$ cat config.mk
export PLATFORM = sky130hd
export DESIGN_NAME = hacc_div
export DESIGN_NICKNAME = d
export VERILOG_FILES = /design/src/hacc_pkg.sv /design/src/hacc_div.sv
export SDC_FILE = /design/constraint.sdc
export NUM_CORES = 1
export LEC_CHECK = 0
export BUFFER_PORTS_ARGS = -buffer_cell sky130_fd_sc_hd__buf_2
export CORE_AREA = 2 2 123 125
export DETAILED_ROUTE_END_ITERATION = 6
export DIE_AREA = 0 0 125 127
export PLACE_DENSITY = 0.76
export SYNTH_ARGS = -nofsm -noshare
export SYNTH_HDL_FRONTEND = slang
export SYNTH_SLANG_ARGS = --single-unit
$ cat constraint.sdc
create_clock -name clk -period 2.73 [get_ports clk]
set_input_delay 0.273 -clock clk [delete_from_list [all_inputs] [get_ports clk]]
set_output_delay 0.273 -clock clk [all_outputs]
set_load 0.05 [all_outputs]
$ cat src/hacc_pkg.sv
// Shared constants, types and state encoding for the histogram accumulator.
`default_nettype none
package hacc_pkg;
    localparam int NUM_BINS     = 1024;
    localparam int BIN_W        = $clog2(NUM_BINS);
    localparam int HI_W         = BIN_W + 1;
    localparam int COUNT_W      = 32;
    localparam int SAMPLE_W     = 16;
    localparam int SUM_W        = 42;
    localparam int WIDTH_W      = 15;
    localparam int DIV_W        = 58;
    localparam int STEP_W       = $clog2(DIV_W + 1);
    localparam int PROD_A_W     = SUM_W + WIDTH_W;
    localparam int PROD_B_W     = COUNT_W + WIDTH_W - 1;

    localparam logic [1:0] FUNC_ADD   = 2'd0;
    localparam logic [1:0] FUNC_CLEAR = 2'd1;
    localparam logic [1:0] FUNC_READ  = 2'd2;
    localparam logic [1:0] FUNC_MEAN  = 2'd3;

    localparam logic [1:0] ST_OK    = 2'd0;
    localparam logic [1:0] ST_RANGE = 2'd1;
    localparam logic [1:0] ST_SAT   = 2'd2;

    localparam logic [COUNT_W-1:0] COUNT_MAX = {COUNT_W{1'b1}};

    typedef enum logic [3:0] {
        S_CLR,
        S_IDLE,
        S_DIV,
        S_RD,
        S_RMW,
        S_RDV,
        S_MUL1,
        S_MUL2,
        S_MSTART,
        S_MDIV,
        S_DONE
    } state_t;
endpackage
`default_nettype wire

$ cat src/hacc_div.sv
// Restoring divider, one quotient bit per cycle, dividend left-aligned.
`default_nettype none
module hacc_div
    import hacc_pkg::*;
(
    input  wire logic               clk,
    input  wire logic               rst_n,
    input  wire logic               start,
    input  wire logic [DIV_W-1:0]   dividend,
    input  wire logic [COUNT_W-1:0] divisor,
    input  wire logic [STEP_W-1:0]  steps,
    output logic                    done,
    output logic      [DIV_W-1:0]   quotient
);
    logic [COUNT_W-1:0] rem_reg, rem_next;
    logic [DIV_W-1:0]   quo_reg, quo_next;
    logic [COUNT_W-1:0] dsr_reg;
    logic [STEP_W-1:0]  cnt_reg;
    logic               busy_reg;
    logic               done_reg;
    logic [COUNT_W:0]   rem_w;
    logic [COUNT_W:0]   diff;

    always_comb
    begin
        rem_w = {rem_reg, quo_reg[DIV_W-1]};
        diff  = rem_w - {1'b0, dsr_reg};
        if (!diff[COUNT_W])
        begin
            rem_next = diff[COUNT_W-1:0];
            quo_next = {quo_reg[DIV_W-2:0], 1'b1};
        end
        else
        begin
            rem_next = rem_w[COUNT_W-1:0];
            quo_next = {quo_reg[DIV_W-2:0], 1'b0};
        end
    end

    always_ff @(posedge clk or negedge rst_n)
    begin
        if (!rst_n)
        begin
            busy_reg <= 1'b0;
            done_reg <= 1'b0;
            cnt_reg  <= '0;
        end
        else
        begin
            done_reg <= !start && busy_reg && (cnt_reg == STEP_W'(1));
            if (start)
            begin
                busy_reg <= 1'b1;
                cnt_reg  <= steps;
            end
            else if (busy_reg)
            begin
                cnt_reg <= cnt_reg - 1'b1;
                if (cnt_reg == STEP_W'(1))
                begin
                    busy_reg <= 1'b0;
                end
            end
        end
    end

    always_ff @(posedge clk)
    begin
        if (start)
        begin
            rem_reg <= '0;
            quo_reg <= dividend;
            dsr_reg <= divisor;
        end
        else if (busy_reg)
        begin
            rem_reg <= rem_next;
            quo_reg <= quo_next;
        end
    end

    assign done     = done_reg;
    assign quotient = quo_reg;
endmodule
`default_nettype wire

==> reports/qor.csv <==
metric,value,unit
Hold WC Path Type,in2reg,
sequential share of the synthesized area,49.5,%
worst-path fanout max,4,
initial core utilization,49.6,%
initial antenna violation count,0,
Post-DP HPWL,12900,microns
fin. max-slew vios,0,
Synth async-reset ratio,6.15,%
H-Tree Depth,4,
CTS root buf,clkbuf_16,
"commonest non-fill, non-tap cell in the layout",buf_2,
number of CTS-inserted buffers,17,
status,finished with violations,
DR vias,6100,
Synth Net Count,809,
final worst-path cycle share,107,%
met2 usage,40.2,%
Die W,125,microns
IO Pins,158,
Post-Synthesis Cell Area,7160,sq um
M3 GR Usage,7.62,%
Synth Flop Type,edfxtp_1,
CTS tree,built,
met1 Use GR,28.3,%
post-synth top area cell,edfxtp_1,
crit path DAT,3240,ps
fmax,0.343,GHz
Clock Tree Buf Depth,2,
Inserted Diodes,0,
global-route usage over all layers,23.5,%
drt total wl,18500,microns
pin count of the biggest net entering global routing,68,
Clock Sinks,130,
Crit path largest cell delay,420,ps
Synth cell types,62,
Inst Count DP,1067,
most frequent cells in the layout,"156 x buf_2, 90 x edfxtp_1, 80 x buf_4",
final-report hold violation count,0,
final setup fails,33,
synthesis-stage register bit count,130,
Post-synth EDFFs,90,
worst setup margin,-185,ps
Rel. slew slack,61.7,%
GRT Max-Usage Layer,met2,
FP Rows,44,
unrepaired setup endpoints after global routing,yes,
Max Cap Viol,0,
layout net count,1054,
via count of the first global-routing pass,6279,
PD cells,998,nW/um^2
Fill cells,1135,
number of flip-flops in the largest register,58,
Synth area leaders,"edfxtp_1 38%, mux2_2 9.0%, dfxtp_1 9.0%",
DR DRC count,0,
worst slew pin tran,575,ps
area delta synth->final,36.4,%
Finished Core Util,67.7,%
kind of critical path,reg2reg,
violated checks,setup timing,
first-pass GRT wire length,30100,microns
CP max stage cell,edfxtp_1,
router iterations before antenna repair,5,
post-synth top area share,37.8,%
routed vias/inst,5.47,
post-route antenna net violation count,0,
global route total overflow,0,
Worst VDD drop,0.580,mV
GPL Wtd Cong,0.925,
CP Launch Type,flop,
layout cells sized above 1,42.3,%
CP Data Required Time,3060,ps
Leak Pwr,4.27,nW
Mapped Cells,675,
CP top delay family,compound AO/OA/AOI/OAI gates,
Period minus WS final,2910,ps
WL per Instance,16.5,microns
crit path capture type,flop,
Syn. warnings,0,
syn_area_per_cell,10.6,sq um
worst path cell trace,"ha_4, fa_2, nand2b_4, a21o_1, a311o_1, a21oi_2, o31ai_4, buf_6, xnor2_4, buf_4, buf_6, or3_1, o311ai_1",
PortBufs,157,
Iter 0 DRT Violations,430,
worst-skew pair later-pin latency,430,ps
Setup Skew,13.8,ps
Critical Path Most Common Cell,buf_6,
final non-filler cell total,1116,
clk slew on worst S/H paths,60,ps
chip height,127,microns
CP bufs+invs,3,
die area,15900,sq um
core area,14400,sq um
through the flow:
step | hold WS, ps | total power, W | instance area (sq um) | setup TNS, ps | setup WS (ps)
after floorplan | -22.6 | 0.00532 | 7190 | -8290 | -308
after global placement | 123 | 0.00666 | 8740 | -1150 | -114
after detailed placement | 124 | 0.00672 | 8740 | -3730 | -238
after CTS | 7.18 | 0.00949 | 9600 | -3480 | -188
after global routing | 2.46 | 0.0103 | 9760 | -7470 | -279
final | 15.3 | 0.00974 | 9760 | -3660 | -185
synthesized netlist by cell type, types with 7 or more instances:
cell type	number
edfxtp_1	90
nand2_1	72
mux2_2	57
nor2_1	51
inv_1	49
ha_1	34
o21ai_0	34
dfxtp_1	32
a21oi_1	29
a311oi_1	22
clkbuf_1	19
nand3_1	17
xnor2_1	14
a31oi_1	12
a21o_1	10
nand2b_1	10
xor2_1	9
dfrtp_1	8
nor3_1	8
or3_1	7
cell families after synthesis:
kind of cell	count (synthesis)	share of synthesized area [%]
fa+ha+maj	35	6.22
compound gates	151	14.7
mux	59	9.25
buf+inv	78	4.28
simple gates	198	13.0
xor+xnor	24	3.04
flops	130	49.5
report_power, final:
group | internal [W] | switching [W]
registers | 0.00252 | 0.000281
clock network | 0.00128 | 0.000939
logic | 0.00219 | 0.00253
total | 0.00598 | 0.00375
path summary, 6_finish.rpt:
path | slack [ps] | endpoint | cells after the start | startpoint
setup / recovery | -180 | rem_reg[0] | 13 | dsr_reg[0]
hold / removal | 20 | dsr_reg[8] | 1 | divisor[8]
setup reg to reg | -180 | rem_reg[0] | 13 | dsr_reg[0]
max in group asynchronous | 2310 | busy_reg | 2 | rst_n
min in group asynchronous | 240 | done | 2 | rst_n
hold reg to reg | 510 | rem_reg[7] | 2 | rem_reg[6]
worst register-to-register path, stage by stage, from the launching register on:
cell	delay, ps
edfxtp_1	420
ha_4	190
fa_2	340
nand2b_4	150
a21o_1	180
a311o_1	310
a21oi_2	190
o31ai_4	130
buf_6	150
xnor2_4	140
buf_4	150
buf_6	120
or3_1	300
o311ai_1	70
routing by layer:
layer	wire [microns]	vias to the layer above
met2	9080	203
li1	-	2999
met3	1250	28
met4	366	0
met1	7760	2870
met5	0	-
area by class of cell:
cell class                      count  area (sq um)  share of cell area [%]
Multi-Input combinational cell    467          3570                    36.6
Sequential cell                   130          3540                    36.3
Timing Repair Buffer              255          1660                    17.0
Clock buffer                       17           425                    4.36
Tap cell                          184           230                    2.36
Inverter                           49           184                    1.88
Clock inverter                     14           143                    1.46
repair_timing:
item                                    4_1_cts  5_1_grt
endpoints found under the setup margin       31       33
endpoints found under the hold margin         8        2
hold buffers                                  1        2
resized for setup                            35       31
buffers inserted                             10        4
gates cloned                                  2        0
pin swaps                                    12       12
Power figures use the tool's default switching activity.
